File: config.mk
export PLATFORM = sky130hd
export DESIGN_NAME = c2p_prep
export DESIGN_NICKNAME = d
export VERILOG_FILES = /design/src/rtl/c2p_pkg.sv /design/src/rtl/c2p_prep.sv
export SDC_FILE = /design/constraint.sdc
export NUM_CORES = 1
export LEC_CHECK = 0
export BUFFER_PORTS_ARGS = -buffer_cell sky130_fd_sc_hd__buf_2
export CAP_MARGIN = 5
export CORE_MARGIN = 2
export CORE_UTILIZATION = 30
export CTS_BUF_LIST = sky130_fd_sc_hd__clkbuf_2
export CTS_CLUSTER_SIZE = 40
export DETAILED_ROUTE_END_ITERATION = 16
export GPL_ROUTABILITY_DRIVEN = 0
export SLEW_MARGIN = 25
export SYNTH_ARGS = -nofsm -noshare
export SYNTH_HDL_FRONTEND = slang
export SYNTH_SLANG_ARGS = --single-unit
File: constraint.sdc
create_clock -name aclk -period 10.6 [get_ports aclk]
set_input_delay 2.12 -clock aclk [delete_from_list [all_inputs] [get_ports aclk]]
set_output_delay 2.12 -clock aclk [all_outputs]
set_load 0.02 [all_outputs]
File: src/rtl/c2p_pkg.sv
// Shared constants and the arctangent table for the cartesian-to-polar unit.
// Used by every module of the unit; depends on nothing else.
package c2p_pkg;

    localparam int ROT_W        = 14;
    localparam int ANGLE_W      = 17;
    localparam int Z_W          = 28;
    localparam int ATAN_ENTRIES = 24;
    localparam int PRESCALE_SH  = 16;
    localparam int ROT_UNIT_W   = 24;
    localparam int PROD_W       = 38;
    localparam int TOTAL_W      = 39;
    localparam int ROUND_SH     = 20;

    localparam logic signed [Z_W-1:0]        PI_Q24       = Z_W'(52707179);
    localparam logic signed [ROT_UNIT_W-1:0] ROT_UNIT_Q32 = ROT_UNIT_W'(4685083);

    typedef logic signed [Z_W-1:0] angle_acc_t;

    // atan(2^-i) in Q.24 radians, rounded to nearest.
    function automatic angle_acc_t atan_q24(input int idx);
        angle_acc_t v;
        case (idx)
            0:       v = Z_W'(13176795);
            1:       v = Z_W'(7778716);
            2:       v = Z_W'(4110060);
            3:       v = Z_W'(2086331);
            4:       v = Z_W'(1047214);
            5:       v = Z_W'(524117);
            6:       v = Z_W'(262123);
            7:       v = Z_W'(131069);
            8:       v = Z_W'(65536);
            9:       v = Z_W'(32768);
            10:      v = Z_W'(16384);
            11:      v = Z_W'(8192);
            12:      v = Z_W'(4096);
            13:      v = Z_W'(2048);
            14:      v = Z_W'(1024);
            15:      v = Z_W'(512);
            16:      v = Z_W'(256);
            17:      v = Z_W'(128);
            18:      v = Z_W'(64);
            19:      v = Z_W'(32);
            20:      v = Z_W'(16);
            21:      v = Z_W'(8);
            22:      v = Z_W'(4);
            23:      v = Z_W'(2);
            default: v = '0;
        endcase
        return v;
    endfunction

endpackage

File: src/rtl/c2p_prep.sv
// Entry stage: registers the request, folds the left half-plane, scales x and y
// for the CORDIC chain and forms the sum of squares. Depends on c2p_pkg.
module c2p_prep import c2p_pkg::*; #(
    parameter int W = 16
) (
    input  logic                     aclk,
    input  logic                     aresetn,
    input  logic                     adv,
    input  logic                     in_valid,
    input  logic signed [W-1:0]      in_x,
    input  logic signed [W-1:0]      in_y,
    input  logic signed [ROT_W-1:0]  in_rot,
    output logic                     out_valid,
    output logic signed [W+18:0]     out_cx,
    output logic signed [W+18:0]     out_cy,
    output angle_acc_t               out_z,
    output logic                     out_zero,
    output logic [2*W:0]             out_rem,
    output logic signed [ROT_W-1:0]  out_rot,
    output logic signed [W-1:0]      out_x,
    output logic signed [W-1:0]      out_y
);
    localparam int CW = W + 19;
    localparam int RW = 2 * W + 1;

    logic                    valid_reg;
    logic signed [CW-1:0]    cx_reg, cx_next;
    logic signed [CW-1:0]    cy_reg, cy_next;
    angle_acc_t              z_reg, z_next;
    logic                    zero_reg;
    logic [RW-1:0]           rem_reg, rem_next;
    logic signed [ROT_W-1:0] rot_reg;
    logic signed [W-1:0]     x_reg, y_reg;
    logic signed [CW-1:0]    xs, ys;
    logic signed [2*W-1:0]   xx, yy;

    assign xs = CW'(in_x) <<< PRESCALE_SH;
    assign ys = CW'(in_y) <<< PRESCALE_SH;
    assign xx = in_x * in_x;
    assign yy = in_y * in_y;

    always_comb begin
        // A vector in the left half-plane is turned by pi first.
        if (in_x[W-1]) begin
            cx_next = -xs;
            cy_next = -ys;
            z_next  = in_y[W-1] ? -PI_Q24 : PI_Q24;
        end else begin
            cx_next = xs;
            cy_next = ys;
            z_next  = '0;
        end
        rem_next = {1'b0, xx} + {1'b0, yy};
    end

    always_ff @(posedge aclk) begin
        if (!aresetn) begin
            valid_reg <= 1'b0;
        end else if (adv) begin
            valid_reg <= in_valid;
        end
    end

    always_ff @(posedge aclk) begin
        if (adv) begin
            cx_reg   <= cx_next;
            cy_reg   <= cy_next;
            z_reg    <= z_next;
            zero_reg <= (in_x == '0) && (in_y == '0);
            rem_reg  <= rem_next;
            rot_reg  <= in_rot;
            x_reg    <= in_x;
            y_reg    <= in_y;
        end
    end

    assign out_valid = valid_reg;
    assign out_cx    = cx_reg;
    assign out_cy    = cy_reg;
    assign out_z     = z_reg;
    assign out_zero  = zero_reg;
    assign out_rem   = rem_reg;
    assign out_rot   = rot_reg;
    assign out_x     = x_reg;
    assign out_y     = y_reg;

endmodule

; After elaboration in Yosys (flattened, before gate mapping)
; Cells that the tools add are included.
[word_totals]
latch_bits = 0
mem_bits_ro = 0
out_inout_bits = 179
input_bits = 50
ram_bits = 0
word_cells = 22
register_bits = 179
mem_count = 0
[classes]
eq_ne = 0
magnitude_cmp = 0
n_div = 0
shift = 0
add_sub_neg = 3
reduce_logical = 3
muxes = 3
n_bitwise = 0
n_mul = 2
[op_table]
columns = cell, n
row1 = $neg 32->35, 2
row2 = $mul 16x16->32, 2
row3 = $mux 35, 1
row4 = $add 32x32->33, 1
row5 = $logic_not 16->1, 2
row6 = $mux 31, 1
row7 = $mux 28, 1
row8 = $logic_and 1x1->1, 1

; Longest topological paths before layout
[logic_depth]
ltp_word = 2
ltp_mapped = 37
ltp_nobuf = 34

; Worst setup path after synthesis
; No wires, ideal clock.
[synth_timing]
path_kind = in2reg
startpoint = in in_y[10]
endpoint = reg rem_reg[32], in the netlist out_rem[32], data pin
setup_ns = 0.254
t_required_ns = 10.346
t_arrival_ns = 9.882
path_stages = 32
path_buffers = 3
path_slack_ns = 0.464
path_cell_list = clkbuf_1 clkbuf_1 nand2_1 fa_1 fa_1 fa_1 inv_1 fa_1 fa_1 inv_1 fa_1 inv_1 ha_1 and3_1 o21ai_1 o31ai_1 o31a_1 o21ai_0 a21boi_0 o31a_1 nor4b_1 a211o_1 ha_1 clkbuf_1 and2_1 a311oi_1 o21bai_1 a2111oi_0 a21oi_1 a21o_1 a31o_2 a21o_1
[synth_via]
elab_chain_cells = 2
[synth_lines]
columns = item, line_no
row1 = start: declaration, c2p_prep.sv:11  ; input logic signed [W-1:0] in_y,
row2 = $mul 16x16->32, c2p_prep.sv:40  ; assign yy = in_y * in_y;
row3 = $add 32x32->33, c2p_prep.sv:53  ; rem_next = {1'b0, xx} + {1'b0, yy};
row4 = named net rem_next[32], c2p_prep.sv:31  ; logic [RW-1:0] rem_reg, rem_next;
row5 = end signal: assignment, c2p_prep.sv:70  ; rem_reg <= rem_next;
row6 = end: declaration, c2p_prep.sv:31
; The timed path passes the listed nets, and every way through them passes these cells.
; A chain may end at the register's enable or synchronous reset.

; Final worst setup path
[layout_timing]
startpoint = in in_y[2]
endpoint = reg rem_reg[32], in the netlist out_rem[32], data pin
; Same word-level chain as after synthesis.

==> impl_results.md <==
- Most area-consuming cells after synthesis: fa_1 40%, edfxtp_1 15%, ha_1 11%
- Die Ht: 287 um
- Initial drt markers: 823
- Num rows: 103
- Reg-to-Reg Start: out_valid
- Fraction of layout cells with a size suffix above 1: 11.3%
- Critical Path Sink Type: flop
- CP required: 11.38 ns
- Period utilisation layout: 87.5%
- Asr flop ratio synth: 0%
- Synth unique cells: 67
- Vias per cell: 4.43
- Reg2reg setup slack: 9.97 ns
- Slowest CP cell: fa_1
- Gr usage total: 14.7%
- Cell Area, Synth: 24000 um2
- Routed WL: 57200 um
- Boundary Pins: 229
- Number of global-route vias before repair: 17600
- Number of port buffers: 196
- Sequential element share of the synthesized area: 15.0%
- Clock Latency Late Sink: 0.98 ns
- Maximum fanout along the worst path: 16
- Worst Max-Slew Pin Slew: 0.906 ns
- Placed cells: 3662
- Most used routing layer: met2
- Post-CTS Resized: 0
- M1 GR Usage: 19.6%
- CP max stage delay: 0.56 ns
- Global-route wire length before repair: 92800 um
- Status: finished, final reports clean
- CTS Buf Count: 17
- First drt pass iteration count: 5
- Grt ovf: 0
- CTS tree: yes
- Top cell type by total area after synthesis: fa_1
- Hold_buf cts: 0
- Hold slack: 0.555 ns
- FF+latch count, synth: 120
- Initial Util: 30.4%
- Max Cap Viol: 0
- Top FF cell, synth: edfxtp_1
- Max frequency: 0.108 GHz
- Headroom to the max-slew limit: 39.0%
- RSZ-0062 raised after global routing: false
- Setup WS post-layout: 1.32 ns
- H-Tree Depth: 4
- Post-route DRC: 0
- Final HPWL DP: 48700 um
- M3 GR Usage: 3.06%
- Pre-CTS WS: 0.317 ns
- Ys Warns: 0
- Yosys top cell area share: 39.9%
- Crit Path Class: input pin to flop
- Setup Viol. Count Final: 0
- Worst min-delay path class: flop to flop
- Most frequent cell after synthesis: inv_1
- Nets@finish: 3364
- Final Critical Period: 9.28 ns
- CTS Sinks: 120
- Final Hold Vio Count: 0
- Setup TNS: 0 ns
- Postcts setup bufs: 0
- Via count: 16400
- Crit path from: in_y[2]
- Buffer levels on the longest clock path: 2
- Met2 GRT Util: 24.4%
- Most Frequent Cell on Critical Path: fa_1
- Routed Antenna Nets: 0
- Largest net degree at the start of global routing: 77
- Post-DR wirelength/cell: 15.5 um
- Element type at the critical path start: input pin
- DIE AREA: 82200 um2
- Clk_skew: 0 ns
- List of most frequent post-synthesis cells: 665 x inv_1, 478 x fa_1, 205 x ha_1, 195 x nand2_1, 119 x edfxtp_1
- Slew Viols, Final: 0
- Core Region: 79000 um2
- Post-synth EDFFs: 119
- CTS root buf: clkbuf_2
- Final std cells w/o fill: 3698
- Critical hold path startpoint: out_valid
- Die W: 287 um
- Syn-to-layout area delta: 9.85%
- Worst path arrival time: 10.05 ns
- Post-Syn Area per Cell: 9.74 um2
- Initial antenna violation count: 5
- Clk pin slew, worst setup/hold paths: 0.26 ns
- Synth Instances: 2461
-- layout by cell type (no fill, tap or decap), types with 11 or more instances in the layout --
cell	n
and2_1	69
nand2b_1	17
nor2_1	99
nand2_1	195
fa_1	478
a21oi_1	78
xnor2_1	109
nor3_1	21
ha_1	205
o31ai_1	11
buf_2	195
o21a_1	11
conb_1	35
nor2b_1	12
buf_4	45
o21ai_0	45
nand3_1	17
clkbuf_2	18
and3_1	11
xor2_1	24
edfxtp_1	119
inv_1	665
a21o_1	31
-- cell families after synthesis --
kind of cell,count (synthesis),synth area share [%]
fa+ha+maj,683,50.6
xor+xnor,133,4.86
buf+inv,797,13.4
mux,4,0.177
compound gates,248,6.72
other cells,1,0.0156
simple gates,475,9.25
flops,120,15.0
-- path summary, 6_finish.rpt --
check / end / depth (start not counted)
hold / removal: out_valid / 2
hold reg to reg: out_valid / 2
setup / recovery: out_rem[32] / 30
setup reg to reg: out_valid / 2
-- routing by layer --
layer	part of all wire [%]	vias up
li1	-	7723
met2	48	361
met4	1.9	0
met1	45	8242
met5	0	-
met3	5.8	55
-- metrics by stage --
stage          cell area (um2)  utilization (%)
2_1_floorplan            24100                -
3_3_place_gp             26100             33.0
3_5_place_dp             26100             33.0
4_1_cts                  26300             33.3
5_1_grt                  26300             33.3
6_report                 26300             33.3
-- registers in the layout, indices dropped and copies added (netlist names) --
register   cells
out_cy        19
out_rem       33
out_z          3
out_cx        19
out_rot       14
out_x         15
out_valid      1
out_y         15
out_zero       1
-- area by class of cell --
cell class	instances	area (um2)
antenna	4	10.0
clock inverter	14	183
fill	8156	52700
multi-input combinational	1578	17300
timing repair buffer	241	1330
sequential	120	3590
tap	1050	1310
inverter	673	2530
clock buffer	18	90.1
-- critical path: cells and delay by family --
| family | cells | cell delay (ns) |
|---|---|---|
| adders and majority gates | 8 | 3.66 |
| AOI/OAI and AO/OA | 14 | 3.03 |
| and+or+nand+nor | 4 | 0.81 |
| buffers and inverters | 4 | 0.43 |
Power is not shown: default switching activity piles up to over one toggle a cycle in this logic, so the estimate is an artifact.
