--- src/rtl/c2p_pkg.sv ---
// Shared constants and the arctangent table for the cartesian-to-polar unit.
// Used by every module of the unit; depends on nothing else.
package c2p_pkg;

    localparam int ROT_W        = 14;
    localparam int ANGLE_W      = 17;
    localparam int Z_W          = 28;
    localparam int ATAN_ENTRIES = 24;
    localparam int PRESCALE_SH  = 16;
    localparam int ROT_UNIT_W   = 24;
    localparam int PROD_W       = 38;
    localparam int TOTAL_W      = 39;
    localparam int ROUND_SH     = 20;

    localparam logic signed [Z_W-1:0]        PI_Q24       = Z_W'(52707179);
    localparam logic signed [ROT_UNIT_W-1:0] ROT_UNIT_Q32 = ROT_UNIT_W'(4685083);

    typedef logic signed [Z_W-1:0] angle_acc_t;

    // atan(2^-i) in Q.24 radians, rounded to nearest.
    function automatic angle_acc_t atan_q24(input int idx);
        angle_acc_t v;
        case (idx)
            0:       v = Z_W'(13176795);
            1:       v = Z_W'(7778716);
            2:       v = Z_W'(4110060);
            3:       v = Z_W'(2086331);
            4:       v = Z_W'(1047214);
            5:       v = Z_W'(524117);
            6:       v = Z_W'(262123);
            7:       v = Z_W'(131069);
            8:       v = Z_W'(65536);
            9:       v = Z_W'(32768);
            10:      v = Z_W'(16384);
            11:      v = Z_W'(8192);
            12:      v = Z_W'(4096);
            13:      v = Z_W'(2048);
            14:      v = Z_W'(1024);
            15:      v = Z_W'(512);
            16:      v = Z_W'(256);
            17:      v = Z_W'(128);
            18:      v = Z_W'(64);
            19:      v = Z_W'(32);
            20:      v = Z_W'(16);
            21:      v = Z_W'(8);
            22:      v = Z_W'(4);
            23:      v = Z_W'(2);
            default: v = '0;
        endcase
        return v;
    endfunction

endpackage

--- src/rtl/c2p_cell.sv ---
// One cell of the chain: a CORDIC vectoring micro-rotation if IDX < STAGES and
// ATAN_ENTRIES, a square-root digit if IDX < W; registered. Depends on c2p_pkg.
module c2p_cell import c2p_pkg::*; #(
    parameter int IDX    = 0,
    parameter int STAGES = 16,
    parameter int W      = 16
) (
    input  logic                     aclk,
    input  logic                     aresetn,
    input  logic                     adv,
    input  logic                     in_valid,
    input  logic signed [W+18:0]     in_cx,
    input  logic signed [W+18:0]     in_cy,
    input  angle_acc_t               in_z,
    input  logic                     in_zero,
    input  logic [2*W:0]             in_rem,
    input  logic [2*W:0]             in_root,
    input  logic signed [ROT_W-1:0]  in_rot,
    input  logic signed [W-1:0]      in_x,
    input  logic signed [W-1:0]      in_y,
    output logic                     out_valid,
    output logic signed [W+18:0]     out_cx,
    output logic signed [W+18:0]     out_cy,
    output angle_acc_t               out_z,
    output logic                     out_zero,
    output logic [2*W:0]             out_rem,
    output logic [2*W:0]             out_root,
    output logic signed [ROT_W-1:0]  out_rot,
    output logic signed [W-1:0]      out_x,
    output logic signed [W-1:0]      out_y
);
    localparam int  CW      = W + 19;
    localparam int  RW      = 2 * W + 1;
    localparam bit  DO_ROT  = (IDX < STAGES) && (IDX < ATAN_ENTRIES);
    localparam bit  DO_SQRT = (IDX < W);
    localparam int  BIT_POS = DO_SQRT ? (2 * W - 2 - 2 * IDX) : 0;
    localparam logic [RW-1:0]  SQ_BIT = RW'(1) << BIT_POS;
    localparam angle_acc_t     ATAN_I = atan_q24(IDX);

    logic                    valid_reg;
    logic signed [CW-1:0]    cx_reg, cx_next;
    logic signed [CW-1:0]    cy_reg, cy_next;
    angle_acc_t              z_reg, z_next;
    logic                    zero_reg;
    logic [RW-1:0]           rem_reg, rem_next;
    logic [RW-1:0]           root_reg, root_next;
    logic signed [ROT_W-1:0] rot_reg;
    logic signed [W-1:0]     x_reg, y_reg;
    logic [RW-1:0]           trial;

    assign trial = in_root + SQ_BIT;

    always_comb begin
        cx_next = in_cx;
        cy_next = in_cy;
        z_next  = in_z;
        if (DO_ROT) begin
            // Rotate toward the x axis; the sign of y picks the direction.
            if (!in_cy[CW-1]) begin
                cx_next = in_cx + (in_cy >>> IDX);
                cy_next = in_cy - (in_cx >>> IDX);
                z_next  = in_z + ATAN_I;
            end else begin
                cx_next = in_cx - (in_cy >>> IDX);
                cy_next = in_cy + (in_cx >>> IDX);
                z_next  = in_z - ATAN_I;
            end
        end

        rem_next  = in_rem;
        root_next = in_root;
        if (DO_SQRT) begin
            if (in_rem >= trial) begin
                rem_next  = in_rem - trial;
                root_next = (in_root >> 1) + SQ_BIT;
            end else begin
                root_next = in_root >> 1;
            end
        end
    end

    always_ff @(posedge aclk) begin
        if (!aresetn) begin
            valid_reg <= 1'b0;
        end else if (adv) begin
            valid_reg <= in_valid;
        end
    end

    always_ff @(posedge aclk) begin
        if (adv) begin
            cx_reg   <= cx_next;
            cy_reg   <= cy_next;
            z_reg    <= z_next;
            zero_reg <= in_zero;
            rem_reg  <= rem_next;
            root_reg <= root_next;
            rot_reg  <= in_rot;
            x_reg    <= in_x;
            y_reg    <= in_y;
        end
    end

    assign out_valid = valid_reg;
    assign out_cx    = cx_reg;
    assign out_cy    = cy_reg;
    assign out_z     = z_reg;
    assign out_zero  = zero_reg;
    assign out_rem   = rem_reg;
    assign out_root  = root_reg;
    assign out_rot   = rot_reg;
    assign out_x     = x_reg;
    assign out_y     = y_reg;

endmodule

--- config.mk ---
export PLATFORM = sky130hd
export DESIGN_NAME = c2p_cell
export DESIGN_NICKNAME = d
export VERILOG_FILES = /design/src/rtl/c2p_pkg.sv /design/src/rtl/c2p_cell.sv
export SDC_FILE = /design/constraint.sdc
export NUM_CORES = 1
export LEC_CHECK = 0
export BUFFER_PORTS_ARGS = -buffer_cell sky130_fd_sc_hd__buf_2
export CORE_MARGIN = 10
export CORE_UTILIZATION = 45
export DETAILED_ROUTE_END_ITERATION = 8
export GPL_ROUTABILITY_DRIVEN = 0
export GPL_TIMING_DRIVEN = 0
export HOLD_SLACK_MARGIN = 0.05
export PLACE_DENSITY = 0.75
export SYNTH_ARGS = -nofsm -noshare
export SYNTH_HDL_FRONTEND = slang
export SYNTH_SLANG_ARGS = --single-unit
--- constraint.sdc ---
create_clock -name aclk -period 8.85 [get_ports aclk]
set_input_delay 1.77 -clock aclk [delete_from_list [all_inputs] [get_ports aclk]]
set_output_delay 1.77 -clock aclk [all_outputs]
set_load 0.02 [all_outputs]
==> Yosys cells after proc, flatten, opt, wreduce, memory -nomap -nowiden <==
Index checks and enable logic that the tools add are counted.
{ "totals": {"wordCells": 25, "register_bits": 212, "rom_bits": 0, "ramBits": 0, "output_inout_bits": 212, "memories": 0, "latch_bits": 0} }
{ "op_classes": {"mux": 5, "n_eq_ne": 0, "order_cmp": 1, "shifts": 0, "add_sub_neg": 8, "n_mul": 0, "n_reduce_logical": 0, "div": 0, "n_bitwise": 0} }
{ "op_table": {"columns": ["op", "n"], "rows": [
  ["2-to-1 mux 35 bit", 2],
  ["subtractor 35 bit", 2],
  ["adder 35 bit", 1],
  ["adder 32 x 31 -> 33 bit, second input constant", 1],
  ["adder 33 x 31 -> 33 bit, second input constant", 1],
  [">= comparator 33 bit", 1],
  ["2-to-1 mux 33 bit", 1],
  ["subtractor 33 bit", 1],
  ["2-to-1 mux 32 bit", 1],
  ["adder 28 x 25 -> 28 bit, second input constant", 1],
  ["2-to-1 mux 28 bit", 1],
  ["subtractor 28 x 25 -> 28 bit, second input constant", 1]
]} }

==> Longest topological paths before layout <==
{ "logic_depth": {"depth_word": 3, "ltp_mapped": 14, "ltp_nobuf": 13} }

==> Worst setup path after synthesis <==
Ideal clock, no wire load.
{ "synth_path": {"path_type": "input to register", "startpoint": "input in_cy[34]", "endpoint": "register z_reg[27] (netlist: out_z[27]), data pin", "t_arrival_ps": 4847, "path_buffers": 2, "setup_time_ps": 260, "path_slack_ps": 3743, "cell_stages": 13, "path_cell_list": "inv_1 clkbuf_1 clkbuf_1 ha_1 a211oi_1 o211ai_1 a41oi_1 o21ai_1 a41o_1 a211oi_2 or3_1 o21ai_1 xnor2_1"} }
{ "synth_via": {"elab_chain_cells": 1} }
{ "synth_rtl": {"columns": ["item", "line_no", "rtl"], "rows": [
  ["start, declared", "c2p_cell.sv:13", "input logic signed [W+18:0] in_cy,"],
  ["2-to-1 mux 28 bit", "c2p_cell.sv:59", "if (!in_cy[CW-1]) begin"],
  ["via z_next[27]", "c2p_cell.sv:43", "angle_acc_t z_reg, z_next;"],
  ["end signal, assigned", "c2p_cell.sv:94", "z_reg <= z_next;"],
  ["end, declared", "c2p_cell.sv:43", null]
]} }
The timed path passes the listed nets, and every way through them passes these cells.
A chain may end at the register's enable or synchronous reset.

==> Worst setup path in the final report <==
Ends and elaborated chain as after synthesis.

==> out/qor.yml <==
run_status:
  outcome: "completed"
cts:
  clk_pin_slew_ns: 0.06
  cts_setup_buffers: 0
  tritoncts: "built"
  cts_buffer_depth: 3
  cts-root-buf: "clkbuf_16"
  clock-sinks: 211
  clk_latency_ns: 0.54
  htreeDepth: 1
  cts_hold_buf: 0
  cts_buffers: 24
  cts.repair.resized: 0
finish:
  drive_gt1_share_pct: 24.2
  n_fill_cell: 3105
  layout.nets: 2488
  syn_to_final_growth_pct: 22.3
  final_util_pct: 55.8
worst_hold_path:
  min_from: "out_valid$_SDFFE_PN0P_"
  hold_class: "reg2reg"
grt:
  overflow: 0
  grt_max_degree: 121
  grt_antenna_before_repair: 5
  grtUsageTotal_pct: 24.1
  grt_first_pass_wirelength_um: 83500
  first_global_vias: 14700
routing:
  first_iter_violations: 1800
  wl_met3_um: 4990
  dr.pass1.iters: 6
  wl_um: 55500
  routed_via_density: 5.83
  met2_length_um: 27600
  highest_layer: "met5"
  met1_length_um: 20500
  routedWlPerCell_um: 21.5
  ant_nets: 0
  drc: 0
  vias: 15000
power:
  power_density_nw_per_um2: 180
  leakage_nw: 8.66
  vdd_drop_max_mv: 0.145
synth:
  synthFlopType: "edfxtp_1"
  yosysWarnings: 0
  synthArstFlopShare_pct: 0
  syn-cell-area_um2: 15800
  synth_seq_area_share_pct: 40.1
  yosys.area.top_type: "edfxtp_1"
  syn_area_per_cell_um2: 9.54
  yosys.area.top_type_share_pct: 40.0
  synth_edf_count: 210
  ys_ff_latch: 211
  synth_nets: 2035
  ys_types: 82
  synth_area_leaders: "edfxtp_1 (40%), ha_1 (13%), a21oi_1 (5.7%)"
  syn_inst: 1652
worst_setup_path:
  crit_type: "in2reg"
  critPathArrivalTime_ns: 6.13
  cp_data_required_time_ns: 9.14
  cp_max_fo: 23
  crit_start: "in_cy[34]"
  endpoint: "out_z[27]$_DFFE_PP_"
  r2r_slack_ns: 8.25
  critPathCaptureType: "register"
  r2r_cells: 2
  r2r-start: "out_valid$_SDFFE_PN0P_"
  r2r-end: "out_valid$_SDFFE_PN0P_"
  start_kind: "input pin"
place:
  dpl_worst_slack_ns: 2.51
  dp_hpwl_um: 44100
  numPortBuffers: 426
sta:
  final-max-slew-violation-count: 0
  setup_viol: 0
  rsz0062_at_grt: "no"
  finalWorstSetupSlack_ns: 3.00
  slew_headroom_pct: 31.5
  max_freq_ghz: 0.171
  setup-tns-final_ns: 0
  finClkSkew_ns: 0
  hold_viol: 0
  post-route-min-period_ns: 5.85
  fin_crit_sh_pct: 66.0
  tightest_slew_ns: 1.03
floorplanning:
  coreArea_um2: 34500
  die_w_um: 207
  ios: 427
  initial_utilization_pct: 45.6
  die_h_um: 207
  rows: 68
  dieArea_um2: 42900
job:
  drv_cap: 0
layout make-up:
cell class / count / area, um^2 / share of cell area (%)
Clock buffer: 25 / 604 / 3.14
Inverter: 149 / 559 / 2.90
Buffer: 62 / 282 / 1.46
Tap cell: 455 / 569 / 2.95
Antenna cell: 4 / 10.0 / 0.0519
Timing Repair Buffer: 427 / 2170 / 11.3
Clock inverter: 16 / 158 / 0.818
Multi-Input combinational cell: 1230 / 8600 / 44.6
Sequential cell: 211 / 6330 / 32.8
cells in the final DEF, fill, tap and decap left out, types with 8 or more instances in the layout:
cell,Yosys,final
o21a_1,19,19
clkbuf_16,0,24
o21bai_1,29,29
a31oi_1,12,12
mux2i_1,17,17
nor2b_1,18,18
or3_1,8,8
nand2_1,116,116
o211ai_1,11,11
nor4_1,9,9
nor3_1,27,27
inv_1,148,148
xor2_1,26,26
ha_1,163,163
nor2_1,103,103
a21o_1,45,45
xnor2_1,93,93
buf_2,8,433
a21oi_1,181,181
nand2b_1,21,21
o31ai_1,8,8
nand4_1,19,19
clkbuf_1,39,39
o21ai_0,131,131
a211oi_1,16,16
edfxtp_1,210,210
o21ai_1,12,12
nand3_1,22,22
flip-flops by register name, summed over array words and instances (netlist names):
register / flops
out_rem: 33
out_root: 33
out_valid: 1
out_zero: 1
out_cx: 35
out_x: 16
out_z: 28
out_y: 16
out_rot: 14
out_cy: 34
cell families (layout without fill, tap and decap cells):
family	count (synthesis)	count (layout)	share of synthesized area, %
AOI/OAI and AO/OA	535	535	21.3
buffers and inverters	211	679	5.33
muxes	18	18	1.15
adders and majority gates	168	168	13.6
DFF	211	211	40.1
xor gates and xnor gates	119	119	6.61
and+or+nand+nor	390	390	11.9
other	0	4	0
cell usage after synthesis, drive strengths merged, types with 6 or more instances:
library cell,number
xnor2,93
a21o,45
clkbuf,39
nor2,103
ha,163
buf,23
or2,7
o31ai,10
nand4,19
xor2,26
mux2i,17
nand2,116
and2,8
o21a,19
nand3b,7
a31oi,12
inv,149
a21oi,185
o21ai,144
nor3,27
or4,7
o21bai,30
or3,8
edfxtp,210
nor2b,18
nand2b,21
and3,6
nor4,9
o211ai,13
o221ai,6
a211oi,17
nand3,22
worst min path at each step:
stage / to / slack, ns / cells after the start
final: out_valid$_SDFFE_PN0P_ / 0.54 / 2
after global placement: out_valid$_SDFFE_PN0P_ / 0.50 / 2
after CTS: out_valid$_SDFFE_PN0P_ / 0.55 / 2
after detailed placement: out_valid$_SDFFE_PN0P_ / 0.53 / 2
after floorplan: out_valid$_SDFFE_PN0P_ / 0.59 / 2
after global routing: out_valid$_SDFFE_PN0P_ / 0.57 / 2
power breakdown:
group	internal (W)	switching [W]	leakage [nW]
clock	0.000557	0.000427	0.366
sequential	0.00127	0.0000377	2.06
combinational	0.000411	0.000768	6.23
worst max-delay path: stages:
cell and delay [ns]:
buf_2 0.24, inv_1 0.15, clkbuf_1 0.69, clkbuf_2 0.75
ha_1 0.37, a211oi_1 0.34, o211ai_1 0.21, a41oi_1 0.41
o21ai_1 0.15, a41o_1 0.26, a211oi_2 0.31, or3_1 0.22
o21ai_1 0.10, xnor2_1 0.14
metal layers:
metal / GRT usage, % / vias up
met2: 43.0 / 953
met4: 11.0 / 2
met1: 27.4 / 7015
met5: 0 / -
met3: 4.65 / 179
li1: - / 6892
metrics by stage:
step	cells	area (um^2)	power, W	hold slack [ns]
after floorplan	1652	15800	0.00207	0.589
after global placement	2533	18500	0.00247	0.497
after detailed placement	2534	18500	0.00249	0.529
after CTS	2575	19300	0.00349	0.547
after global routing	2577	19300	0.00364	0.569
final	2579	19300	0.00348	0.539
Note: power is estimated with default switching activity, not from simulation.
