## config.mk

```make
export PLATFORM = sky130hd
export DESIGN_NAME = c2p_finish
export DESIGN_NICKNAME = d
export VERILOG_FILES = /design/src/rtl/c2p_pkg.sv /design/src/rtl/c2p_finish.sv
export SDC_FILE = /design/constraint.sdc
export NUM_CORES = 1
export LEC_CHECK = 0
export ABC_AREA = 1
export BUFFER_PORTS_ARGS = -buffer_cell sky130_fd_sc_hd__buf_2
export CORE_MARGIN = 1.5
export CORE_UTILIZATION = 35
export DETAILED_ROUTE_END_ITERATION = 7
export SYNTH_ARGS = -nofsm -noshare
export SYNTH_HDL_FRONTEND = slang
export SYNTH_SLANG_ARGS = --single-unit
```

## constraint.sdc

```tcl
create_clock -name aclk -period 9 [get_ports aclk]
set_input_delay 0.45 -clock aclk [delete_from_list [all_inputs] [get_ports aclk]]
set_output_delay 0.45 -clock aclk [all_outputs]
set_load 0.05 [all_outputs]
```

## src/rtl/c2p_pkg.sv

```systemverilog
// Shared constants and the arctangent table for the cartesian-to-polar unit.
// Used by every module of the unit; depends on nothing else.
package c2p_pkg;

    localparam int ROT_W        = 14;
    localparam int ANGLE_W      = 17;
    localparam int Z_W          = 28;
    localparam int ATAN_ENTRIES = 24;
    localparam int PRESCALE_SH  = 16;
    localparam int ROT_UNIT_W   = 24;
    localparam int PROD_W       = 38;
    localparam int TOTAL_W      = 39;
    localparam int ROUND_SH     = 20;

    localparam logic signed [Z_W-1:0]        PI_Q24       = Z_W'(52707179);
    localparam logic signed [ROT_UNIT_W-1:0] ROT_UNIT_Q32 = ROT_UNIT_W'(4685083);

    typedef logic signed [Z_W-1:0] angle_acc_t;

    // atan(2^-i) in Q.24 radians, rounded to nearest.
    function automatic angle_acc_t atan_q24(input int idx);
        angle_acc_t v;
        case (idx)
            0:       v = Z_W'(13176795);
            1:       v = Z_W'(7778716);
            2:       v = Z_W'(4110060);
            3:       v = Z_W'(2086331);
            4:       v = Z_W'(1047214);
            5:       v = Z_W'(524117);
            6:       v = Z_W'(262123);
            7:       v = Z_W'(131069);
            8:       v = Z_W'(65536);
            9:       v = Z_W'(32768);
            10:      v = Z_W'(16384);
            11:      v = Z_W'(8192);
            12:      v = Z_W'(4096);
            13:      v = Z_W'(2048);
            14:      v = Z_W'(1024);
            15:      v = Z_W'(512);
            16:      v = Z_W'(256);
            17:      v = Z_W'(128);
            18:      v = Z_W'(64);
            19:      v = Z_W'(32);
            20:      v = Z_W'(16);
            21:      v = Z_W'(8);
            22:      v = Z_W'(4);
            23:      v = Z_W'(2);
            default: v = '0;
        endcase
        return v;
    endfunction

endpackage

```

## src/rtl/c2p_finish.sv

```systemverilog
// Tail of the unit: scales the rotation offset, rounds the root, then adds and
// rounds the angle into the output register. Depends on c2p_pkg.
module c2p_finish import c2p_pkg::*; #(
    parameter int W = 16
) (
    input  logic                       aclk,
    input  logic                       aresetn,
    input  logic                       adv,
    input  logic                       in_valid,
    input  angle_acc_t                 in_z,
    input  logic                       in_zero,
    input  logic [2*W:0]               in_rem,
    input  logic [2*W:0]               in_root,
    input  logic signed [ROT_W-1:0]    in_rot,
    input  logic signed [W-1:0]        in_x,
    input  logic signed [W-1:0]        in_y,
    output logic                       out_valid,
    output logic signed [ANGLE_W-1:0]  out_angle,
    output logic [W-1:0]               out_radius,
    output logic signed [W-1:0]        out_x,
    output logic signed [W-1:0]        out_y
);
    localparam int RW = 2 * W + 1;

    logic                        f_valid_reg;
    angle_acc_t                  f_z_reg;
    logic signed [PROD_W-1:0]    f_prod_reg, f_prod_next;
    logic [W-1:0]                f_radius_reg;
    logic [RW-1:0]               radius_next;
    logic signed [W-1:0]         f_x_reg, f_y_reg;

    logic                        o_valid_reg;
    logic signed [ANGLE_W-1:0]   o_angle_reg;
    logic [W-1:0]                o_radius_reg;
    logic signed [W-1:0]         o_x_reg, o_y_reg;
    logic signed [TOTAL_W-1:0]   total;

    assign f_prod_next = PROD_W'(in_rot) * PROD_W'(ROT_UNIT_Q32);
    // Rounding up only when the remainder exceeds the root rounds to nearest.
    assign radius_next = in_root + RW'(in_rem > in_root);

    assign total = (TOTAL_W'(f_z_reg) <<< 8) + TOTAL_W'(f_prod_reg)
                 + (TOTAL_W'(1) <<< (ROUND_SH - 1));

    always_ff @(posedge aclk) begin
        if (!aresetn) begin
            f_valid_reg <= 1'b0;
            o_valid_reg <= 1'b0;
        end else if (adv) begin
            f_valid_reg <= in_valid;
            o_valid_reg <= f_valid_reg;
        end
    end

    always_ff @(posedge aclk) begin
        if (adv) begin
            f_z_reg      <= in_zero ? '0 : in_z;
            f_prod_reg   <= f_prod_next;
            f_radius_reg <= radius_next[W-1:0];
            f_x_reg      <= in_x;
            f_y_reg      <= in_y;
            o_angle_reg  <= total[ANGLE_W+ROUND_SH-1:ROUND_SH];
            o_radius_reg <= f_radius_reg;
            o_x_reg      <= f_x_reg;
            o_y_reg      <= f_y_reg;
        end
    end

    assign out_valid  = o_valid_reg;
    assign out_angle  = o_angle_reg;
    assign out_radius = o_radius_reg;
    assign out_x      = o_x_reg;
    assign out_y      = o_y_reg;

endmodule

```

Word level (Yosys, flattened, before mapping)
Index checks and enable logic that the tools add are counted.

operators by class
  add/sub/neg operators = 3
  multipliers = 1
  magnitude comparators = 1

operators with widths
  kind                                                 count
  adder 36 x 37 -> 37 bit                              1
  adder 37 x 21 -> 37 bit, second input constant       1
  multiplier 14 x 24 -> 37 bit, second input constant  1
  > comparator 33 bit                                  1
  adder 16 x 1 -> 16 bit                               1

storage, ports and cells
  bits in registers = 180
  output and inout bits = 66
  logic and storage cells = 16

Logic depth before layout (Yosys ltp)
Gate-level depths: netlist of the first run.

  word-level depth = 2
  depth in mapped cells = 23

Worst setup path before layout of the first run
OpenSTA, ideal clock, no wires.

  kind = input to register
  start = in in_rot[5]
  end = reg f_prod_reg[36], data pin
  library setup time = 253 ps
  arrival = 4829 ps
  data required time = 8747 ps
  path slack = 3918 ps
  stages = 21
  path buffers = 0
  path through = fa_1 -> inv_1 -> fa_1 -> fa_1 -> inv_1 -> fa_1 -> inv_1 -> fa_1 -> fa_1 -> inv_1 -> ha_1 -> nand2_1 -> inv_1 -> nand2_1 -> nand2_1 -> a21oi_1 -> nand2_1 -> nand2_1 -> nand3_1 -> nand2_1 -> nand2_1

between the ends
  word-level cells in the longest chain between the ends = 1

ends and longest elaborated chain
  what                          line              text
  start: declaration            c2p_finish.sv:14  input logic signed [ROT_W-1:0] in_rot,
  multiplier 14 x 24 -> 37 bit  c2p_finish.sv:38  assign f_prod_next = PROD_W'(in_rot) * PROD_W'(ROT_UNIT_Q32);
  via f_prod_next[36]           c2p_finish.sv:27  logic signed [PROD_W-1:0] f_prod_reg, f_prod_next;
  end signal: assignment        c2p_finish.sv:58  f_prod_reg <= f_prod_next;
  end: declaration              c2p_finish.sv:27

The timed path passes the listed nets, and every way through them passes these cells.
A chain may end at the register's enable or synchronous reset.

Worst setup path after layout of the first run
Ends and elaborated chain as after synthesis.

==> results of run 1 <==
==> per-stage QoR <==
| step | utilization (%) | cells | setup WS [ns] | cell area (µm²) | hold WS [ns] |
|---|---|---|---|---|---|
| finish | 41.21 | 2394 | 3.892 | 17320 | 0.1778 |
| global route | 41.21 | 2394 | 3.636 | 17320 | 0.1555 |
| CTS | 41.20 | 2392 | 3.912 | 17320 | 0.1412 |
| detailed placement | 39.74 | 2361 | 3.439 | 16710 | 0.4045 |
| global placement | 39.74 | 2361 | 3.475 | 16710 | 0.4008 |
| floorplan | - | 1614 | 3.918 | 14980 | 0.4003 |
==> worst paths after layout <==
kind,end,start,slack [ns],cells past startpoint
max,f_prod_reg[36],in_rot[5],3.89,20
min reg2reg,out_y[0],f_y_reg[0],0.42,0
min,f_y_reg[15],in_y[15],0.18,1
max reg2reg,out_angle[15],f_prod_reg[33],6.69,9
==> metal layers <==
metal	wire (µm)	share of wire, %	up-vias
met4	668	1.9	0
met3	1337	3.7	39
li1	-	-	5631
met5	0	0	-
met1	16400	46	5215
met2	17310	48	224
==> area by class of cell <==
type	count	area, µm²	share of cell area (%)
Multi-Input combinational cell	1067	8427	48.64
Inverter	372	1396	8.060
Antenna cell	2	5.005	0.02889
Clock inverter	14	186.4	1.076
Tap cell	539	674.4	3.893
Sequential cell	172	5145	29.70
Timing Repair Buffer	211	1065	6.146
Clock buffer	17	425.4	2.456
==> critical path, delay by kind of cell <==
kind            cells  cell delay, ns
compound gates      2            0.47
fa+ha+maj           7            3.48
buf+inv             5            0.40
simple gates        6            0.49
==> synth_stat cells <==
cell type / n / share of area (%)
nand3_2: 1 / 0.067
or2_2: 3 / 0.13
a21boi_0: 1 / 0.050
ha_1: 230 / 19
nand2_1: 312 / 7.8
nand4_2: 1 / 0.084
nand4_1: 13 / 0.54
nor2_1: 129 / 3.2
nand3b_1: 4 / 0.20
a21oi_1: 77 / 2.6
nor4_1: 4 / 0.17
xnor2_1: 4 / 0.23
a31oi_1: 2 / 0.084
nand2_2: 4 / 0.17
a211oi_1: 1 / 0.050
a21o_1: 3 / 0.15
inv_1: 371 / 9.3
nor3_4: 2 / 0.22
nand3_1: 55 / 1.8
dfxtp_1: 2 / 0.27
fa_1: 108 / 14
o21ai_2: 1 / 0.058
xor2_1: 32 / 1.9
clkbuf_1: 3 / 0.075
o21ai_0: 38 / 1.3
nor2_2: 5 / 0.21
o21a_1: 7 / 0.35
inv_2: 1 / 0.025
nor3_2: 1 / 0.067
nor3_1: 16 / 0.53
o21bai_1: 11 / 0.55
or2_1: 1 / 0.042
edfxtp_1: 170 / 34
and3b_1: 1 / 0.058
==> cell families (layout without fill, tap and decap cells) <==
logic type	after synthesis	in the layout	synth area share, %
simple gates	552	552	15.37
compound gates	141	141	5.137
fa+ha+maj	338	338	33.65
other cells	0	2	0
buf+inv	375	614	9.397
xor+xnor	36	36	2.105
flops	172	172	34.35
==> metrics.cfg, run 1 <==
[global_route]
grt_overflow=0
grtUsageTotal_pct=16.61
antenna_found_initial=3
grt_pass1_vias=11412
grt_use_met1_pct=21.76
busiest_layer=met2
met2_usage_pct=28.73
grt_use_met3_pct=1.721
grt_max_degree=101
grt_pass1_wl_um=57150

[cts]
cts_buffers=17
cts_setup_buffers=0
cts_max_path_buffers=2
path_clk_slew_ns=0.07
htreeDepth=4
clkSinkCount=172
clock_latency_ns=0.44
cts_resized=0
ctsRootBufferMaster=clkbuf_16
cts_hold_buf=0
cts_tree=yes

[placed_design]
gp_congestion=0.9108
hpwl_um=30770
io_buffer_count=210

[floorplanning]
fp.dieH_um=209.9
num_rows=75
initial_core_util_pct=35.63
core_um2=42040
die_area_um2=44050
ios=211
die_x_um=209.9

[routing]
drt_wl_total_um=35710
wl_per_cell_um=14.92
ant_nets=0
first_pass_iters=6
vias=11109
first_iter_violations=480
post_drt_via_cell_ratio=4.640
drc=0

[sta]
tightest_slew_ns=0.9043
timing.final.hold_violations=0
setup_tns_ns=0
clock_skew_ns=0.008717
post-route-min-period_ns=5.108
slew_violations=0
maxSlewHeadroom_pct=39.71
finalSetupViolCount=0
clock.fmax_mhz=195.8
fin_crit_sh_pct=56.75
rsz0062_at_grt=no

[critical_path]
crit_top_cell=fa_1
worstSetupPathType=input port to flop
worst_path_max_delay_cell=fa_1
arrival_ns=5.30
worst-endpoint-required_ns=9.20
crit_fanout=6
cp-start-kind=input port
setup.worst_path.end_class=flop
max_stage_delay_ns=0.59
crit_chain=buf_2, fa_1, inv_1, fa_1, fa_1, inv_1, fa_1, inv_1, fa_1, fa_1, inv_1, ha_1, a21oi_1, nand2_1, a21oi_1, nand2_1, nand2_1, nand3_1, nand2_1, nand2_1

[synthesis]
synthCells=1614
syn-num-nets=2097
yosys_register_bits=172
syn_avg_cell_area_um2=9.281
syn_area_um2=14980
ys_types=34
ys_seq_area_share_pct=34.35
yosys_warnings=0

[run]
cap_violations=0

[finish]
finish.net_count=2324
drive_gt1_share_pct=13.98
fill_cells=4168
layout_commonest_cell=inv_1
largest_reg_flops=29
layout_common_cells=inv_1 (371), nand2_1 (312), ha_1 (230)
area_growth_syn_to_layout_pct=15.65

[outcome]
status=completed

[min_path]
hold_path_class=input port to flop

Power of run 1 is not shown: default switching activity piles up to over one toggle a cycle in this logic, so the estimate is an artifact.
==> run 2, diff against run 1 <==
Settings changed: ABC_AREA 1 to 0.
Clock period 9 ns to 4.4 ns, I/O delays scaled along.
==> metrics.cfg, run 2 <==
[sta]
slew_violations=0  ; unchanged
whs_ns=0.07468  ; -0.1031 ns
maxSlewHeadroom_pct=51.27  ; +12 points
finalSetupViolCount=22  ; +22
timing.final.hold_violations=0  ; unchanged
clock.fmax_mhz=210.4
rsz0062_at_grt=yes
fin_crit_sh_pct=108.0
post-route-min-period_ns=4.753
tightest_slew_ns=0.7310  ; -0.1733 ns
clock_skew_ns=0.008964  ; +0.0002476 ns
worst_slack_ns=-0.3525  ; -4.245 ns

[finish]
fill_cells=3476  ; -17%
drive_gt1_share_pct=30.78  ; +17 points
layout_common_cells=inv_1 (220), buf_2 (206), ha_1 (202)
finish.net_count=2010  ; -14%
layout_commonest_cell=inv_1
largest_reg_flops=29  ; unchanged
area_growth_syn_to_layout_pct=31.50

[floorplanning]
ios=211  ; unchanged
num_rows=71  ; -5.3%
die_x_um=199.3  ; -5.0%
die_area_um2=39710  ; -9.8%
initial_core_util_pct=35.71  ; +0.084 points
core_um2=37760  ; -10%
fp.dieH_um=199.3  ; -5.0%

[placed_design]
io_buffer_count=210  ; unchanged
hpwl_um=24870  ; -19%
gp_congestion=0.8995  ; -1.2%
pre_cts_ws_ns=-0.9348  ; -4.374 ns

[pwr]
switching_share_pct=40.35
leakagePower_nw=8.510
power.switching_mw=6.389
p_int_mw=9.445
comb_power_share_pct=74.0
p_seq_share_pct=16.9
finalPower_mw=15.83
ir_drop_mv=0.8117
p_clk_share_pct=9.1
power_density_nw_per_um2=893.0

[global_route]
grt_overflow=0  ; unchanged
grt_max_degree=81  ; -20%
grt_pass1_vias=9698  ; -15%
grtUsageTotal_pct=15.61  ; -1.0 points
antenna_found_initial=1  ; -2
grt_pass1_wl_um=48420  ; -15%

[routing]
post_drt_via_cell_ratio=4.437  ; -4.4%
first_iter_violations=352  ; -27%
vias=9110  ; -18%
drt_wl_total_um=29870  ; -16%
first_pass_iters=4  ; -2
drc=0  ; unchanged
ant_nets=0  ; unchanged
wl_per_cell_um=14.55  ; -2.5%

[synthesis]
ys_async_sr_fraction_pct=0  ; unchanged
synth_top_area_share_pct=37.86  ; +3.8 points
syn_area_um2=13480  ; -10%
synth_edf_count=170  ; unchanged
syn-num-nets=1602  ; -24%
synth-main-ff-cell=edfxtp_1
yosys_warnings=0  ; unchanged
synth_area_leaders=edfxtp_1 (38%), ha_1 (21%), fa_1 (16%)
synth_area_leader_cell=edfxtp_1
ys_seq_area_share_pct=38.16  ; +3.8 points
syn_avg_cell_area_um2=12.05  ; +30%
synthCells=1119  ; -31%
ys_top_cells_by_count=ha_1 (230), inv_1 (230), edfxtp_1 (170)
yosys_register_bits=172  ; unchanged
ys_types=58  ; +71%

[critical_path]
reg2reg_from=f_z_reg[8]
max_stage_delay_ns=0.57  ; -0.02 ns
r2r_setup_slack_ns=1.42  ; -5.27 ns
worst-endpoint-required_ns=4.59  ; -4.61 ns
crit_top_cell=fa_1
crit_chain=buf_6, fa_1, inv_2, fa_1, fa_1, inv_1, fa_1, inv_1, fa_1, fa_1, inv_2, ha_4, buf_4, and4_4, nand2_1, a21bo_1, o31ai_1, a211o_1, a21oi_2, xnor2_1
cp_top_family=adder cells
arrival_ns=4.94  ; -0.36 ns
worstSetupPathType=input port to flop
worst_path_max_delay_cell=fa_1
regToRegEndpoint=out_angle[13]
setup.worst_path.end_class=flop
path_buf_inv=6  ; +1
cp-start-kind=input port
worstRegToRegCells=10  ; +1
crit_fanout=3  ; -3

[min_path]
hold_path_class=input port to flop
hold_depth=3  ; +2
hold_end=f_valid_reg
holdCritStartpoint=in_valid

[outcome]
failed_checks=setup timing
status=finished, violations left

[cts]
path_clk_slew_ns=0.07  ; about the same
clkSinkCount=172  ; unchanged
cts_tree=yes
ctsRootBufferMaster=clkbuf_16
cts_max_path_buffers=2  ; unchanged
clock_latency_ns=0.44  ; about the same
htreeDepth=4  ; unchanged
cts_buffers=17  ; unchanged

[run]
cap_violations=0  ; unchanged

==> run 2: cell count changes after synthesis, sizes merged, moves of 34 or more <==
| cell | change |
|---|---|
| nand2 | -286 |
| nor2 | -107 |
| nand3 | -40 |
| a21o | +34 |
| xnor2 | +40 |
| inv | -140 |
==> run 2: stage by stage <==
stage | TNS, ns | util [%] | instances | area, µm²
finish | -5.126 | 46.97 | 2053 | 17730
global route | -8.783 | 46.96 | 2052 | 17730
CTS | -4.418 | 46.60 | 2046 | 17590
detailed placement | -17.24 | 43.65 | 1973 | 16480
global placement | -16.16 | 43.65 | 1973 | 16480
floorplan | -6.957 | - | 1119 | 13780
==> run 2: cell families after synthesis <==
group           share of synthesized area, %
compound gates                         7.813
xor+xnor                               3.962
fa+ha+maj                              37.38
buf+inv                                6.681
flops                                  38.16
mux                                   0.1485
simple gates                           5.864
==> run 2: area by class of cell <==
cell class / count / area (µm²) / area share (%)
timing repair buffer: 397 / 2596 / 14.64
sequential: 172 / 5145 / 29.01
clock inverter: 14 / 137.6 / 0.7762
antenna: 2 / 5.005 / 0.02822
clock buffer: 18 / 429.2 / 2.420
inverter: 232 / 874.6 / 4.932
tap: 511 / 639.4 / 3.606
multi-input combinational: 707 / 7905 / 44.58
==> run 2: power by group through the flow <==
| stage | clock [mW] | sequential [mW] | combinational (mW) |
|---|---|---|---|
| after floorplan | 0 | 3.10 | 6.51 |
| after detailed placement | 0 | 2.71 | 10.5 |
| after global placement | 0 | 2.71 | 10.4 |
| final | 1.44 | 2.67 | 11.7 |
| after global routing | 1.54 | 2.70 | 13.0 |
| after CTS | 1.49 | 2.68 | 11.4 |
==> run 2: what timing repair did <==
action	in CTS	in global routing
buffers inserted	9	5
hold buffers	33	0
hold endpoints to repair	34	0
pin swaps	22	11
resized for setup	30	16
endpoints found under the setup margin	21	22
==> run 2: layer usage <==
metal,vias up,wire [µm],global-route usage (%)
met3,36,1049,2.059
met2,169,14230,26.18
li1,4639,-,-
met4,0,595,5.387
met1,4266,14000,20.69
met5,-,0,0
==> run 2: tightest hold or removal path, stage by stage <==
cell	delay [ns]
buf_2	0.07
mux2i_1	0.07
nor2b_1	0.11
==> run 2: how the worst max path moves through the flow <==
stage / from / endpoint / slack [ns] / cells after the start
2_1_floorplan: in_rot[7] / f_prod_reg[30] / -0.61 / 19
3_3_place_gp: in_rot[8] / f_prod_reg[34] / -0.83 / 18
3_5_place_dp: in_rot[8] / f_prod_reg[34] / -0.93 / 18
4_1_cts: in_rot[7] / f_prod_reg[34] / -0.30 / 19
5_1_grt: in_rot[7] / f_prod_reg[30] / -0.50 / 20
6_report: in_rot[7] / f_prod_reg[25] / -0.35 / 20
Note: power is estimated with default switching activity, not from simulation.
==> run 3, diff against run 2 <==
Settings changed: SETUP_SLACK_MARGIN set to 0.5.
==> metrics.cfg, run 3 (same netlist as run 2, synthesis figures left out) <==
[outcome]
status=finished, violations left
failed_checks=setup timing

[min_path]
hold_depth=2  ; -1
holdCritStartpoint=aresetn
hold_path_class=input port to flop
hold_end=out_valid

[placed_design]
dp.cells=1976  ; +0.15%
io_buffer_count=210  ; unchanged
pre_cts_ws_ns=-0.9755  ; -0.04064 ns
gp_congestion=0.9012  ; +0.19%
hpwl_um=25380  ; +2.0%

[routing]
ant_nets=0  ; unchanged
drt_wl_total_um=30270  ; +1.3%
drc=0  ; unchanged
first_pass_iters=4  ; unchanged
first_iter_violations=321  ; -8.8%
vias=9259  ; +1.6%
post_drt_via_cell_ratio=4.473  ; +0.80%
wl_per_cell_um=14.62  ; +0.50%

[finish]
multi_input_area_um2=8139  ; +3.0%
fin_cells=2070  ; +0.83%
final_core_util_pct=48.07  ; +1.1 points
largest_reg_flops=29  ; unchanged
drive_gt1_share_pct=34.27  ; +3.5 points
layout_commonest_cell=inv_1
fill_cells=3405  ; -2.0%
area_growth_syn_to_layout_pct=34.58
seqCellArea_um2=5145  ; unchanged
finish.net_count=2028  ; +0.90%
layout_common_cells=inv_1 (209), buf_2 (204), ha_1 (190)

[run]
cap_violations=0  ; unchanged

[pwr]
finalPower_mw=16.29  ; +2.9%
ir_drop_mv=0.7802  ; -3.9%
leakagePower_nw=8.603  ; +1.1%
power_density_nw_per_um2=897.5  ; +0.51%

[global_route]
grt_overflow=0  ; unchanged
grt_use_met3_pct=1.705  ; -0.35 points
antenna_found_initial=1  ; unchanged
grt_use_met1_pct=20.77  ; +0.082 points
grtUsageTotal_pct=15.35  ; -0.26 points
busiest_layer=met2
grt_pass1_wl_um=47210  ; -2.5%
grt_pass1_vias=9426  ; -2.8%
grt_max_degree=89  ; +9.9%
met2_usage_pct=25.85  ; -0.34 points

[cts]
cts_max_path_buffers=2  ; unchanged
path_clk_slew_ns=0.07  ; about the same
clock_latency_ns=0.43  ; about the same
cts_tree=yes
cts_buffers=17  ; unchanged
ctsRootBufferMaster=clkbuf_16
htreeDepth=4  ; unchanged
clkSinkCount=172  ; unchanged

[sta]
tightest_slew_ns=0.7827  ; +0.05172 ns
maxSlewHeadroom_pct=47.82  ; -3.4 points
finalSetupViolCount=23  ; +4.5%
worst_slack_ns=-0.3654  ; -0.01288 ns
clock.fmax_mhz=209.8  ; -0.27%
rsz0062_at_grt=yes
post-route-min-period_ns=4.765  ; +0.01288 ns
clock_skew_ns=0.009694  ; +0.0007297 ns
fin_crit_sh_pct=108.3  ; +0.29 points
slew_violations=0  ; unchanged
timing.final.hold_violations=0  ; unchanged

[critical_path]
regToRegEndpoint=out_angle[14]
reg2reg_from=f_z_reg[2]
setup.worst_path.end_class=flop
arrival_ns=4.95  ; about the same
cp-start-kind=input port
r2r_setup_slack_ns=1.36  ; -0.06 ns
worstRegToRegCells=10  ; unchanged
worst-endpoint-required_ns=4.58  ; about the same
crit_fanout=4  ; +1
worstSetupPathType=input port to flop

[floorplanning]
die_area_um2=39710  ; unchanged
initial_core_util_pct=35.71  ; unchanged
ios=211  ; unchanged
fp.dieH_um=199.3  ; unchanged
die_x_um=199.3  ; unchanged
core_um2=37760  ; unchanged
num_rows=71  ; unchanged

run 3: changes by cell type in the layout (fill, tap and decap cells not counted), moves of 4 or more:
cell	delta
inv_1	-11
fa_2	+4
buf_6	+4
a21oi_1	-5
a21oi_2	+4
ha_4	+13
buf_4	+15
ha_1	-12
inv_2	+10
fa_1	-4
run 3: area by class of cell:
class                   count  share of cell area (%)
repair buffers            415                   15.23
inverters                 232                   4.833
flip-flops and latches    172                   28.35
multi-input cells         707                   44.85
well taps                 511                   3.523
diodes                      1                 0.01379
clock inverters            14                  0.8343
clock buffers              18                   2.365
run 3: worst max path at each step:
stage / start / to / slack [ns] / cells after the start
final: in_rot[7] / f_prod_reg[30] / -0.37 / 20
after global routing: in_rot[7] / f_prod_reg[33] / -0.49 / 21
after CTS: in_rot[7] / f_prod_reg[34] / -0.32 / 19
after detailed placement: in_rot[8] / f_prod_reg[30] / -0.98 / 18
after global placement: in_rot[8] / f_prod_reg[34] / -0.82 / 18
after floorplan: in_rot[7] / f_prod_reg[30] / -0.61 / 19
run 3: per-stage QoR:
stage | hold WS, ns | setup TNS [ns] | area, µm²
CTS | 0.01165 | -4.582 | 17790
global placement | 0.3977 | -16.50 | 16510
global route | 0.02132 | -8.187 | 18150
finish | 0.02645 | -5.133 | 18150
floorplan | 0.3189 | -6.964 | 13780
detailed placement | 0.3981 | -18.03 | 16510
run 3: worst max-delay path, stage by stage:
cell and delay, ns:
buf_6 0.10, fa_1 0.56, inv_2 0.07, fa_1 0.47
fa_1 0.52, inv_1 0.05, fa_1 0.48, inv_1 0.05
fa_1 0.46, fa_1 0.53, inv_2 0.05, ha_4 0.15
a21o_1 0.15, a21o_1 0.16, a21oi_2 0.16, o221ai_2 0.14
nor2_4 0.19, o31a_1 0.19, o21bai_1 0.09, xor2_1 0.17
run 3: metal layers:
layer,part of all wire (%),vias to the layer above
met5,0,-
met4,1.5,0
met3,2.8,26
met2,48,147
met1,48,4401
li1,-,4685
run 3: what timing repair did:
action / CTS / global route
pin swaps: 40 / 54
endpoints found under the setup margin: 27 / 28
buffers inserted: 16 / 13
resized for setup: 46 / 56
hold endpoints to repair: 32 / 0
hold buffers: 32 / 0
run 3: where the power goes:
part | leakage [nW] | switching (mW) | internal (mW)
Clock | 0.273 | 0.682 | 0.755
Combinational | 6.65 | 5.81 | 6.37
Sequential | 1.68 | 0.0848 | 2.59
Total | 8.60 | 6.58 | 9.71
